## config.mk

```make
export PLATFORM = sky130hd
export DESIGN_NAME = joystick_axis_deadband_mapper_flat
export DESIGN_NICKNAME = d
export VERILOG_FILES = /design/src/sv/jadm_pkg.sv /design/src/sv/jadm_ifs.sv /design/src/sv/joystick_axis_deadband_mapper.sv /design/src/sv/jadm_regs.sv /design/src/sv/jadm_dp.sv /design/src/sv/jadm_ctrl.sv /design/src/flat_wrapper.sv
export SDC_FILE = /design/constraint.sdc
export NUM_CORES = 1
export LEC_CHECK = 0
export BUFFER_PORTS_ARGS = -buffer_cell sky130_fd_sc_hd__buf_4
export CAP_MARGIN = 15
export CORE_UTILIZATION = 47
export DETAILED_ROUTE_END_ITERATION = 16
export HOLD_SLACK_MARGIN = 0.1
export PLACE_DENSITY = 0.72
export SLEW_MARGIN = 15
export SYNTH_ARGS = -nofsm -noshare
export SYNTH_HDL_FRONTEND = slang
export SYNTH_SLANG_ARGS = --single-unit
```

## constraint.sdc

```tcl
create_clock -name clk -period 7.34 [get_ports clk]
set_input_delay 0.734 -clock clk [delete_from_list [all_inputs] [get_ports clk]]
set_output_delay 0.734 -clock clk [all_outputs]
set_load 0.005 [all_outputs]
```

## src/sv/jadm_pkg.sv

```systemverilog
// Shared types and constants for the joystick axis dead-band mapper.
// No dependencies; every other file but jadm_ifs imports this package.
`timescale 1ns / 1ps

package jadm_pkg;

	// Fixed raw and user scale points
	localparam logic [9:0]        CentreRaw = 10'd512;
	localparam logic signed [7:0] UserMax   = 8'sh7f;
	localparam logic signed [7:0] UserMin   = 8'sh80;

	// Magnitude divider: 17-bit dividend, one quotient bit per cycle
	localparam int DivSteps = 17;
	localparam int DivBits  = $clog2(DivSteps);

	// Register indexes (byte address / 4)
	localparam logic [2:0] RegCentreWidth = 3'd0;
	localparam logic [2:0] RegHysteresis  = 3'd1;
	localparam logic [2:0] RegEdgePlateau = 3'd2;
	localparam logic [2:0] RegAxisMin     = 3'd3;
	localparam logic [2:0] RegAxisMax     = 3'd4;

	// Reset values
	localparam logic [8:0] RstCentreWidth = 9'd40;
	localparam logic [7:0] RstHysteresis  = 8'd4;
	localparam logic [7:0] RstEdgePlateau = 8'd20;
	localparam logic [8:0] RstAxisMin     = 9'd0;
	localparam logic [9:0] RstAxisMax     = 10'd1023;

	typedef struct packed {
		logic [8:0] centre_plateau_width;
		logic [7:0] hysteresis;
		logic [7:0] edge_plateau;
		logic [8:0] axis_min;
		logic [9:0] axis_max;
	} cfg_t;

	typedef enum logic [1:0] {
		ST_IDLE,
		ST_EVAL,
		ST_DIV,
		ST_FIN
	} state_t;

	// Controller -> datapath
	typedef struct packed {
		logic cap;     // latch incoming sample
		logic eval;    // snap, hysteresis test, set up divider
		logic step;    // one divider iteration
		logic commit;  // load output register, update last user value
	} cmd_t;

	// Datapath -> controller
	typedef struct packed {
		logic accept;  // valid during eval
		logic direct;  // valid during eval: no division needed
		logic changed; // valid during finish
	} sts_t;

endpackage

```

## src/sv/jadm_ifs.sv

```systemverilog
// Stream interfaces for the sample input and the user value output.
// Depends on nothing.
`timescale 1ns / 1ps

interface jadm_sample_if;
	logic       valid;
	logic       ready;
	logic [9:0] adc_sample;

	modport source (output valid, output adc_sample, input ready);
	modport sink   (input valid, input adc_sample, output ready);
endinterface

interface jadm_value_if;
	logic              valid;
	logic              ready;
	logic signed [7:0] axis_value;

	modport source (output valid, output axis_value, input ready);
	modport sink   (input valid, input axis_value, output ready);
endinterface

```

## src/sv/joystick_axis_deadband_mapper.sv

```systemverilog
// Joystick axis dead-band mapper, top level: config registers, controller, datapath.
// Depends on jadm_pkg, jadm_ifs, jadm_regs, jadm_ctrl, jadm_dp.
// One 10-bit ADC sample is taken at a time. A sample rejected by the
// hysteresis test passes through accept and eval only; a sample at centre or
// with a zero span passes through accept, eval and finish; a sample that needs
// the linear map passes through accept, eval, 17 iterations of the
// one-bit-per-cycle magnitude divider, and finish. A new sample is taken as
// soon as the previous one is finished, even while its result still sits in
// the output register; the finish step only stalls if that register is still
// full. A result leaves only when the mapped value changes.
`timescale 1ns / 1ps

module joystick_axis_deadband_mapper
	import jadm_pkg::*;
(
	input  logic          clk,
	input  logic          arst_n,
	jadm_sample_if.sink   sample,
	jadm_value_if.source  value,
	input  logic          psel,
	input  logic          penable,
	input  logic          pwrite,
	input  logic [4:0]    paddr,
	input  logic [31:0]   pwdata,
	output logic [31:0]   prdata,
	output logic          pready
);

	cfg_t cfg;
	cmd_t cmd;
	sts_t sts;

	// Registers at byte address 4*i; writes to unused indexes are dropped
	jadm_regs u_regs (
		.clk     (clk),
		.arst_n  (arst_n),
		.psel    (psel),
		.penable (penable),
		.pwrite  (pwrite),
		.paddr   (paddr),
		.pwdata  (pwdata),
		.prdata  (prdata),
		.pready  (pready),
		.cfg     (cfg)
	);

	// Sequencer; also holds output valid
	jadm_ctrl u_ctrl (
		.clk       (clk),
		.arst_n    (arst_n),
		.in_valid  (sample.valid),
		.in_ready  (sample.ready),
		.out_valid (value.valid),
		.out_ready (value.ready),
		.sts       (sts),
		.cmd       (cmd)
	);

	// last_raw / last_user live here along with the divider
	jadm_dp u_dp (
		.clk        (clk),
		.arst_n     (arst_n),
		.cfg        (cfg),
		.cmd        (cmd),
		.adc_sample (sample.adc_sample),
		.sts        (sts),
		.axis_value (value.axis_value)
	);

	// Never overwrite a result that has not been taken
	a_no_overwrite: assert property (@(posedge clk) disable iff (!arst_n)
		cmd.commit |-> (!value.valid || value.ready))
		else $error("result committed into full output register");

	// A commit always presents a result next cycle
	a_commit_shows: assert property (@(posedge clk) disable iff (!arst_n)
		cmd.commit |=> value.valid)
		else $error("committed result not presented");

	// One item in flight: after acceptance the input closes
	a_one_item: assert property (@(posedge clk) disable iff (!arst_n)
		(sample.valid && sample.ready) |=> !sample.ready)
		else $error("second item taken while one is in progress");

	// Commit only after finishing the evaluation of an item
	a_commit_after_eval: assert property (@(posedge clk) disable iff (!arst_n)
		cmd.commit |-> !cmd.eval && !cmd.step && !sample.ready)
		else $error("commit outside finish step");

endmodule

```

## src/sv/jadm_regs.sv

```systemverilog
// APB-style configuration register file.
// Depends on jadm_pkg.
`timescale 1ns / 1ps

module jadm_regs
	import jadm_pkg::*;
(
	input  logic        clk,
	input  logic        arst_n,
	input  logic        psel,
	input  logic        penable,
	input  logic        pwrite,
	input  logic [4:0]  paddr,
	input  logic [31:0] pwdata,
	output logic [31:0] prdata,
	output logic        pready,
	output cfg_t        cfg
);

	cfg_t       cfg_q;
	logic       wr_en;
	logic [2:0] idx;

	assign pready = 1'b1;
	assign wr_en  = psel && penable && pwrite;
	assign idx    = paddr[4:2];
	assign cfg    = cfg_q;

	always_ff @(posedge clk or negedge arst_n) begin
		if (!arst_n) begin
			cfg_q.centre_plateau_width <= RstCentreWidth;
			cfg_q.hysteresis           <= RstHysteresis;
			cfg_q.edge_plateau         <= RstEdgePlateau;
			cfg_q.axis_min             <= RstAxisMin;
			cfg_q.axis_max             <= RstAxisMax;
		end else if (wr_en) begin
			case (idx)
				RegCentreWidth: cfg_q.centre_plateau_width <= pwdata[8:0];
				RegHysteresis:  cfg_q.hysteresis           <= pwdata[7:0];
				RegEdgePlateau: cfg_q.edge_plateau         <= pwdata[7:0];
				RegAxisMin:     cfg_q.axis_min             <= pwdata[8:0];
				RegAxisMax:     cfg_q.axis_max             <= pwdata[9:0];
				default: ;
			endcase
		end
	end

	always_comb begin
		case (idx)
			RegCentreWidth: prdata = {23'd0, cfg_q.centre_plateau_width};
			RegHysteresis:  prdata = {24'd0, cfg_q.hysteresis};
			RegEdgePlateau: prdata = {24'd0, cfg_q.edge_plateau};
			RegAxisMin:     prdata = {23'd0, cfg_q.axis_min};
			RegAxisMax:     prdata = {22'd0, cfg_q.axis_max};
			default:        prdata = 32'd0;
		endcase
	end

endmodule

```

## src/sv/jadm_dp.sv

```systemverilog
// Datapath: dead-zone snap, hysteresis test, span setup, serial divider,
// clamp and output register. Depends on jadm_pkg.
`timescale 1ns / 1ps

module jadm_dp
	import jadm_pkg::*;
(
	input  logic              clk,
	input  logic              arst_n,
	input  cfg_t              cfg,
	input  cmd_t              cmd,
	input  logic [9:0]        adc_sample,
	output sts_t              sts,
	output logic signed [7:0] axis_value
);

	// control state
	logic [9:0]        last_raw_q;
	logic signed [7:0] last_user_q;

	// payload
	logic [9:0]        smp_q;
	logic              below_q;
	logic              neg_q;
	logic              direct_q;
	logic signed [7:0] dval_q;
	logic [16:0]       quo_q;
	logic [9:0]        rem_q;
	logic [9:0]        dvs_q;
	logic signed [7:0] out_q;

	// eval stage
	logic [7:0]         half;
	logic [9:0]         clo, chi, v_c;
	logic               snap, acc;
	logic               above, below;
	logic [10:0]        v_ext, last_ext, lo_dn;
	logic signed [11:0] hi_up, span_up, diff_up, span_dn, diff_dn, span, diff;
	logic signed [18:0] diff_x, num;
	logic signed [18:0] num_abs;
	logic signed [11:0] span_abs;
	logic               direct;
	logic signed [7:0]  dval;

	// divider step
	logic [10:0] sh, sh_sub;
	logic        ge;

	// finish
	logic signed [18:0] q_c, sum_c;
	logic signed [7:0]  clamp_c, mapped_c;

	always_comb begin
		half  = cfg.centre_plateau_width[8:1];
		clo   = CentreRaw - {2'd0, half};
		chi   = CentreRaw + {2'd0, half};
		snap  = (smp_q > clo) && (smp_q < chi);
		v_c   = snap ? CentreRaw : smp_q;

		v_ext    = {1'b0, v_c};
		last_ext = {1'b0, last_raw_q};
		acc = (v_ext > last_ext + {3'd0, cfg.hysteresis})
			|| (v_ext + {3'd0, cfg.hysteresis} < last_ext)
			|| (v_c == CentreRaw && last_raw_q != CentreRaw)
			|| (v_c == {1'b0, cfg.axis_min} && last_raw_q != {1'b0, cfg.axis_min})
			|| (v_c == cfg.axis_max && last_raw_q != cfg.axis_max);

		above = v_c > CentreRaw;
		below = v_c < CentreRaw;

		// upper half: lo = centre + half, hi = axis_max - edge
		hi_up   = $signed({2'd0, cfg.axis_max}) - $signed({4'd0, cfg.edge_plateau});
		span_up = hi_up - $signed({2'd0, chi});
		diff_up = $signed({2'd0, v_c}) - $signed({2'd0, chi});
		// lower half: lo = axis_min + edge, hi = centre - half
		lo_dn   = {2'd0, cfg.axis_min} + {3'd0, cfg.edge_plateau};
		span_dn = $signed({2'd0, clo}) - $signed({1'b0, lo_dn});
		diff_dn = $signed({2'd0, v_c}) - $signed({1'b0, lo_dn});

		span   = below ? span_dn : span_up;
		diff   = below ? diff_dn : diff_up;
		diff_x = {{7{diff[11]}}, diff};
		// *128 below, *127 above
		num    = below ? (diff_x <<< 7) : ((diff_x <<< 7) - diff_x);

		num_abs  = num[18] ? -num : num;
		span_abs = span[11] ? -span : span;

		direct = !above && !below || (span == 12'sd0);
		if (!above && !below)
			dval = 8'sd0;
		else if (below)
			dval = UserMin;
		else
			dval = UserMax;
	end

	assign sh     = {rem_q, quo_q[16]};
	assign sh_sub = sh - {1'b0, dvs_q};
	assign ge     = sh >= {1'b0, dvs_q};

	always_comb begin
		q_c   = neg_q ? -$signed({2'd0, quo_q}) : $signed({2'd0, quo_q});
		sum_c = q_c + (below_q ? -19'sd128 : 19'sd0);
		if (sum_c < -19'sd128)
			clamp_c = UserMin;
		else if (sum_c > 19'sd127)
			clamp_c = UserMax;
		else
			clamp_c = sum_c[7:0];
		mapped_c = direct_q ? dval_q : clamp_c;
	end

	always_ff @(posedge clk or negedge arst_n) begin
		if (!arst_n) begin
			last_raw_q  <= CentreRaw;
			last_user_q <= 8'sd0;
		end else begin
			if (cmd.eval && acc)
				last_raw_q <= v_c;
			if (cmd.commit)
				last_user_q <= mapped_c;
		end
	end

	always_ff @(posedge clk) begin
		if (cmd.cap)
			smp_q <= adc_sample;
		if (cmd.eval) begin
			below_q  <= below;
			neg_q    <= num[18] ^ span[11];
			direct_q <= direct;
			dval_q   <= dval;
			quo_q    <= num_abs[16:0];
			dvs_q    <= span_abs[9:0];
			rem_q    <= 10'd0;
		end else if (cmd.step) begin
			rem_q <= ge ? sh_sub[9:0] : sh[9:0];
			quo_q <= {quo_q[15:0], ge};
		end
		if (cmd.commit)
			out_q <= mapped_c;
	end

	assign sts.accept  = acc;
	assign sts.direct  = direct;
	assign sts.changed = mapped_c != last_user_q;
	assign axis_value  = out_q;

endmodule

```

## src/sv/jadm_ctrl.sv

```systemverilog
// Controller: sequences one item through eval, divide and finish,
// and owns the output valid flag. Depends on jadm_pkg.
`timescale 1ns / 1ps

module jadm_ctrl
	import jadm_pkg::*;
(
	input  logic clk,
	input  logic arst_n,
	input  logic in_valid,
	output logic in_ready,
	output logic out_valid,
	input  logic out_ready,
	input  sts_t sts,
	output cmd_t cmd
);

	state_t             state_q, state_d;
	logic [DivBits-1:0] cnt_q;
	logic               out_valid_q;
	logic               slot_free;

	assign slot_free = !out_valid_q || out_ready;

	always_comb begin
		state_d = state_q;
		case (state_q)
			ST_IDLE: if (in_valid) state_d = ST_EVAL;
			ST_EVAL: begin
				if (!sts.accept)
					state_d = ST_IDLE;
				else if (sts.direct)
					state_d = ST_FIN;
				else
					state_d = ST_DIV;
			end
			ST_DIV: if (cnt_q == DivBits'(DivSteps - 1)) state_d = ST_FIN;
			ST_FIN: if (!sts.changed || slot_free) state_d = ST_IDLE;
			default: state_d = ST_IDLE;
		endcase
	end

	always_comb begin
		in_ready   = 1'b0;
		cmd        = '0;
		case (state_q)
			ST_IDLE: begin
				in_ready = 1'b1;
				cmd.cap  = in_valid;
			end
			ST_EVAL: cmd.eval = 1'b1;
			ST_DIV:  cmd.step = 1'b1;
			ST_FIN:  cmd.commit = sts.changed && slot_free;
			default: ;
		endcase
	end

	always_ff @(posedge clk or negedge arst_n) begin
		if (!arst_n) begin
			state_q     <= ST_IDLE;
			cnt_q       <= '0;
			out_valid_q <= 1'b0;
		end else begin
			state_q <= state_d;
			if (state_q == ST_EVAL)
				cnt_q <= '0;
			else if (state_q == ST_DIV)
				cnt_q <= cnt_q + 1'b1;
			if (cmd.commit)
				out_valid_q <= 1'b1;
			else if (out_ready)
				out_valid_q <= 1'b0;
		end
	end

	assign out_valid = out_valid_q;

endmodule
```

## src/flat_wrapper.sv

```systemverilog
// flat-port wrapper written by rule: the top's interface ports become plain ports
module joystick_axis_deadband_mapper_flat import jadm_pkg::*;
  (clk, arst_n, psel, penable, pwrite, paddr, pwdata, prdata, pready, sample_valid, sample_adc_sample, sample_ready, value_valid, value_axis_value, value_ready);
  jadm_sample_if sample_i ();
  jadm_value_if value_i ();
  input  logic clk;
  input  logic arst_n;
  input  logic psel;
  input  logic penable;
  input  logic pwrite;
  input  logic [4:0] paddr;
  input  logic [31:0] pwdata;
  output logic [31:0] prdata;
  output logic pready;
  input wire logic [$bits(sample_i.valid)-1:0] sample_valid;
  input wire logic [$bits(sample_i.adc_sample)-1:0] sample_adc_sample;
  output wire logic [$bits(sample_i.ready)-1:0] sample_ready;
  output wire logic [$bits(value_i.valid)-1:0] value_valid;
  output wire logic [$bits(value_i.axis_value)-1:0] value_axis_value;
  input wire logic [$bits(value_i.ready)-1:0] value_ready;
  assign sample_i.valid = sample_valid;
  assign sample_i.adc_sample = sample_adc_sample;
  assign sample_ready = sample_i.ready;
  assign value_valid = value_i.valid;
  assign value_axis_value = value_i.axis_value;
  assign value_i.ready = value_ready;
  joystick_axis_deadband_mapper u_core (.clk(clk), .arst_n(arst_n), .sample(sample_i), .value(value_i), .psel(psel), .penable(penable), .pwrite(pwrite), .paddr(paddr), .pwdata(pwdata), .prdata(prdata), .pready(pready));
endmodule
```

==> impl_metrics.toml, run 1 <==
[grt]
first_global_vias = 11300
antenna_found_initial = 0
grt_max_degree = 71
gr-usage-all-layers_pct = 25.0
grt_pass1_wl_um = 57800
grt-ovfl-total = 0

[synth]
synth_top_area_share_pct = 11.5
synth_edf_count = 50
post_synth_num_cell_types = 91
ys_ff_latch = 130
synthFlopType = "dfrtp_1"
avgSynthCellArea_um2 = 8.64
async_flop_share_pct = 53.8
synth_top_area_cell = "ha_1"
netlist_area_um2 = 13500
yosys_warnings = 0
yosysSeqAreaShare_pct = 25.8
synthTopCellsByCount = "nor2_1, ha_1, inv_1"
synth.most_common_cell = "nor2_1"
syn_inst = 1560
yosys-top-cells-area = "ha_1, edfxtp_1, dfrtp_1"

[final_layout]
drive_above_1_share_pct = 16.7
num_antenna_cells = 0
area_delta_synth_final_pct = 12.7
finalNetCount = 1819
stdcell_count = 2023
final_cell_area_um2 = 15200

[timing]
timing.setup.tns_ns = 0
max_freq_mhz = 141
drv_slew = 0
final-setup-viol-count = 0
worst_pin_slew_ns = 1.18
relSlewSlack_pct = 21.1
finalHoldViolCount = 0
fin_ws_ns = 0.249
post-route-min-period_ns = 7.09
timing.final.crit_share_pct = 96.6
fin_skew_ns = 0.0116

[placed_design]
dp_slack_ns = 0.239
port_buffers = 49
placed_cells = 1988
gp_congestion = 0.944
dpl_cell_area_um2 = 14500
dp_hpwl_um = 28300

[floorplanning]
start_util_pct = 48.1
pin_count = 97
die_h_um = 171
die_area_um2 = 29400
row_count = 61
core_area_um2 = 28000
die_w_um = 171

[routing]
drt_iter0_drc = 761
vias_per_cell = 5.83
drt_wl_total_um = 35900
wl_per_cell_um = 17.8
drc = 0
drt_pre_antenna_iters = 5
vias = 11800
ant_nets = 0

[hold_path]
hold_path.class = "in2async"

[critical_path]
r2r-end = "u_core.u_dp.quo_q[16]"
r2r_cells = 28
r2r-start = "u_core.u_regs.cfg[37]"
crit_slowest_cell = "dfrtp_2"
path_class = "reg2reg"
cp.required_ns = 7.52
startpoint_type = "flop"
crit_path_end_kind = "flop"
r2r_slack_ns = 0.25
cp_max_fo = 8
crit_arrival_ns = 7.27
path_common_cell = "ha_1"
cpPeakStageDelay_ns = 0.49

[cts]
cts_max_path_buffers = 2
h-tree-depth = 4
cts.sinks = 130
ctsHoldBuffers = 0
cts_tree = "built"
cts_buffers = 17
root_buffer = "clkbuf_16"
clock_latency_ns = 0.44
clk_pin_slew_worst_paths_ns = 0.06

[status]
status = "complete, no violations"

[flow_run]
drv_cap = 0
## registers in the layout (all words and copies together), names as in the netlist, named ones only
| name | cells |
|---|---|
| u_core.u_dp.rem_q | 10 |
| u_core.u_dp.neg_q | 1 |
| u_core.u_ctrl.state_q | 1 |
| u_core.u_dp.below_q | 1 |
| u_core.u_dp.direct_q | 1 |
| u_core.u_dp.last_user_q | 8 |
| u_core.u_dp.last_raw_q | 10 |
| u_core.u_dp.axis_value | 8 |
| u_core.u_dp.dvs_q | 10 |
| u_core.u_ctrl.cnt_q | 5 |
| u_core.u_regs.cfg | 44 |
| u_core.u_dp.quo_q | 17 |
| u_core.u_ctrl.out_valid | 1 |
| u_core.u_dp.dval_q | 2 |
| u_core.u_dp.smp_q | 10 |
## cell type report
| class | instances | area [um2] |
|---|---|---|
| repair buffers | 112 | 841 |
| well taps | 378 | 473 |
| fillers | 2511 | 12800 |
| clock buffers | 18 | 450 |
| multi-input cells | 1256 | 9390 |
| inverters | 115 | 434 |
| clock inverters | 14 | 138 |
| flip-flops and latches | 130 | 3480 |
## how the worst max path moves through the flow
stage / slack (ns) / to / startpoint / cells past startpoint
3_3_place_gp: 0.33 / u_core.u_dp.quo_q[16] / u_core.u_regs.cfg[41] / 31
4_1_cts: 0.20 / u_core.u_dp.quo_q[16] / u_core.u_regs.cfg[41] / 25
3_5_place_dp: 0.24 / u_core.u_dp.quo_q[16] / u_core.u_regs.cfg[41] / 27
5_1_grt: -0.009 / u_core.u_dp.quo_q[16] / u_core.u_regs.cfg[36] / 28
2_1_floorplan: 0.006 / u_core.u_dp.quo_q[16] / u_core.u_regs.cfg[39] / 31
6_report: 0.25 / u_core.u_dp.quo_q[16] / u_core.u_regs.cfg[37] / 28
## kinds of logic after synthesis
| kind of cell | synth area share (%) |
|---|---|
| AO/OA/AOI/OAI | 20.2 |
| XOR/XNOR | 9.26 |
| adder cells (fa/ha/maj) | 13.2 |
| buffers and inverters | 6.29 |
| flip-flops | 25.8 |
| multiplexers | 7.63 |
| other | 0.0557 |
| AND/OR/NAND/NOR | 17.6 |
## cells in the final DEF (no fill, tap or decap), types with 11 or more instances in the layout
master | synthesis | layout
nand2b_1 | 16 | 16
and2_1 | 22 | 22
xor2_1 | 37 | 37
o21ai_0 | 98 | 96
conb_1 | 2 | 23
nand3_1 | 27 | 26
buf_4 | 23 | 112
o21a_1 | 28 | 28
o31ai_1 | 12 | 12
a21o_1 | 24 | 24
nor3_1 | 29 | 28
nor2_1 | 127 | 127
xnor2_1 | 103 | 101
o22ai_1 | 13 | 13
edfxtp_1 | 50 | 50
a21oi_1 | 80 | 78
inv_1 | 111 | 111
and3_1 | 13 | 12
dfstp_2 | 16 | 16
a31oi_1 | 17 | 16
nand4_1 | 17 | 17
nor2b_1 | 29 | 29
nand2_1 | 96 | 95
dfrtp_1 | 54 | 52
mux2_2 | 58 | 58
mux2i_1 | 33 | 31
ha_1 | 124 | 122
clkbuf_16 | 0 | 18
a21boi_0 | 11 | 11
a211oi_1 | 17 | 17
## layer usage
| metal | global-route usage [%] | vias up | wire length [um] |
|---|---|---|---|
| met5 | 0 | - | 0 |
| li1 | - | 5795 | - |
| met4 | 10.3 | 0 | 1220 |
| met1 | 31.0 | 5574 | 15500 |
| met2 | 43.5 | 334 | 17400 |
| met3 | 3.68 | 88 | 1830 |
## through the flow
step	hold WS [ns]	utilization [%]
2_1_floorplan	0.438	-
3_3_place_gp	0.479	51.9
3_5_place_dp	0.492	51.9
4_1_cts	0.463	54.0
5_1_grt	0.462	54.3
6_report	0.421	54.3
## what timing repair did
action                     in CTS  in global routing
setup endpoints to repair       0                 13
buffers inserted                0                  3
gates resized for setup         0                 15
## worst max-delay path, delay by kind of cell (launching register included)
kind	cells	cell delay, ns
AO/OA/AOI/OAI	11	2.43
buffers and inverters	3	0.42
multiplexers	1	0.29
XOR/XNOR	2	0.35
adder cells (fa/ha/maj)	4	1.29
flip-flops	1	0.49
AND/OR/NAND/NOR	7	1.57
Power of run 1 is left out: the tool's default activity adds up to more than one toggle a clock period on the data nets, which glitch-free logic cannot reach.
==> inputs of run 2 (changes only) <==
CORE_UTILIZATION = 50   (was 47)
PLACE_DENSITY = 0.73   (was 0.72)
clock period = 6.55 ns   (was 7.34 ns; I/O delays follow)
==> run 2 against run 1 <==
Effect of this change:
- the flow now finishes with violations (design-rule violations, negative setup slack)
- count of clock-buffer cells in the layout down 1
- final area rose by 9.9%
- routed wire length is 8.7% higher
- global-route usage up 3.1 points
- largest cell class unchanged
- core utilization rose by 9.3 points
- first-iteration DRC count is 20% higher
- register-to-register slack got worse by 0.47 ns
- non-clock buffer count is 124 higher
- worst hold slack worse by 0.075 ns
- critical endpoint unchanged
- via count rose by 6.4%
==> impl_metrics.toml, run 2 (synthesis results as in run 1) <==
[flow_run]
drv_cap = 0

[final_layout]
final_cell_area_um2 = 16700
fillerInstances = 2132
multiInputGateArea_um2 = 9990
num_antenna_cells = 0
layout_commonest_cell = "buf_4"
final-seq-area_um2 = 3470
finalNetCount = 1943
stdcell_count = 2104
utilization_pct = 63.6
largest_register_ffs = 44
area_delta_synth_final_pct = 23.9
final_cell_mix = "buf_4, nor2_1, ha_1"
drive_above_1_share_pct = 26.6

[critical_path]
cpPeakStageDelay_ns = 0.56
r2r_cells = 28
startpoint_type = "flop"
crit_arrival_ns = 6.96
crit_slowest_cell = "or4_4"
cp.required_ns = 6.74
path_class = "reg2reg"
crit_path_end_kind = "flop"
cp_max_fo = 4

[grt]
grt_pass1_wl_um = 62300
antenna_found_initial = 0
grt-ovfl-total = 0
first_global_vias = 12200
grt_max_degree = 71
gr-usage-all-layers_pct = 28.1

[routing]
ant_nets = 0
drt_iter0_drc = 917
drt_wl_total_um = 39100
drc = 4
wl_per_cell_um = 18.6
vias_per_cell = 5.96
vias = 12500
drt_pre_antenna_iters = 11

[placed_design]
port_buffers = 49
gp_congestion = 0.952
dpl_cell_area_um2 = 15300
placed_cells = 2036
dp_hpwl_um = 29300

[floorplanning]
die_h_um = 166
row_count = 59
start_util_pct = 51.3
core_area_um2 = 26300
die_w_um = 166
pin_count = 97
die_area_um2 = 27600

[timing]
worst_pin_slew_ns = 1.01
drv_slew = 0
finalHoldViolCount = 0
grt_setup_unrepaired = "true"
max_freq_mhz = 148
final-setup-viol-count = 16
timing.final.crit_share_pct = 103
post-route-min-period_ns = 6.77
fin_skew_ns = 0.0136
relSlewSlack_pct = 32.2
fin_ws_ns = -0.220

[cts]
cts_tree = "built"
root_buffer = "clkbuf_16"
cts.sinks = 130
h-tree-depth = 4
ctsHoldBuffers = 0
cts_max_path_buffers = 2
clk_pin_slew_worst_paths_ns = 0.07
clock_latency_ns = 0.44
cts_buffers = 17

[hold_path]
hold_path.class = "in2async"

[status]
violations = "design-rule violations, negative setup slack"
status = "finished with violations"
[run 2: cell types whose count changed in the layout (fill, tap and decap cells not counted), sizes merged]
| cell | previous run | this run |
|---|---|---|
| clkinv | 6 | 5 |
| inv | 120 | 121 |
| buf | 112 | 236 |
| clkinvlp | 2 | 3 |
| clkbuf | 18 | 17 |
[run 2: cell type report]
| cell class | instances | area share (%) |
|---|---|---|
| repair buffers | 236 | 10.8 |
| multi-input cells | 1256 | 59.8 |
| inverters | 115 | 2.61 |
| clock inverters | 15 | 0.966 |
| clock buffers | 17 | 2.55 |
| flip-flops and latches | 130 | 20.8 |
| well taps | 335 | 2.51 |
[run 2: critical path, delay by kind of cell (launching register included)]
family	cells	cell delay (ns)
compound gates	11	2.20
xor+xnor	2	0.34
fa+ha+maj	4	1.21
buf+inv	3	0.25
flops	1	0.37
simple gates	8	2.16
[run 2: repair_timing]
action | 4_1_cts | 5_1_grt
pin swaps | 34 | 36
gates cloned | 0 | 0
buffers inserted | 31 | 11
setup endpoints to repair | 17 | 37
resized for setup | 52 | 68
[run 2: per-layer routing]
layer  part of all wire (%)  global-route usage [%]  vias up
li1                       -                       -     6025
met1                     41                    33.9     5974
met2                     49                    48.3      421
met3                    4.8                    3.48      129
met4                    5.2                    16.5        0
met5                      0                       0        -
[run 2: through the flow]
step	worst slack, ns	hold WS, ns	TNS (ns)
final	-0.220	0.346	-2.16
after global routing	-0.476	0.390	-6.51
after CTS	-0.137	0.369	-1.02
after detailed placement	-0.355	0.496	-3.83
after global placement	-0.211	0.479	-1.89
after floorplan	-0.572	0.359	-6.37
[run 2: final timing paths]
check / start / to / slack, ns
worst max-delay path: u_core.u_regs.cfg[40] / u_core.u_dp.quo_q[16] / -0.22
min in group clk: sample_adc_sample[4] / u_core.u_dp.smp_q[4] / 0.39
worst min register to register: u_core.u_dp.rem_q[9] / u_core.u_dp.rem_q[9] / 0.50
worst min-delay path: arst_n / u_core.u_dp.last_raw_q[2] / 0.35
max in group asynchronous: arst_n / u_core.u_regs.cfg[36] / 5.56
worst max register to register: u_core.u_regs.cfg[40] / u_core.u_dp.quo_q[16] / -0.22
Power of run 2 is left out for the same reason.
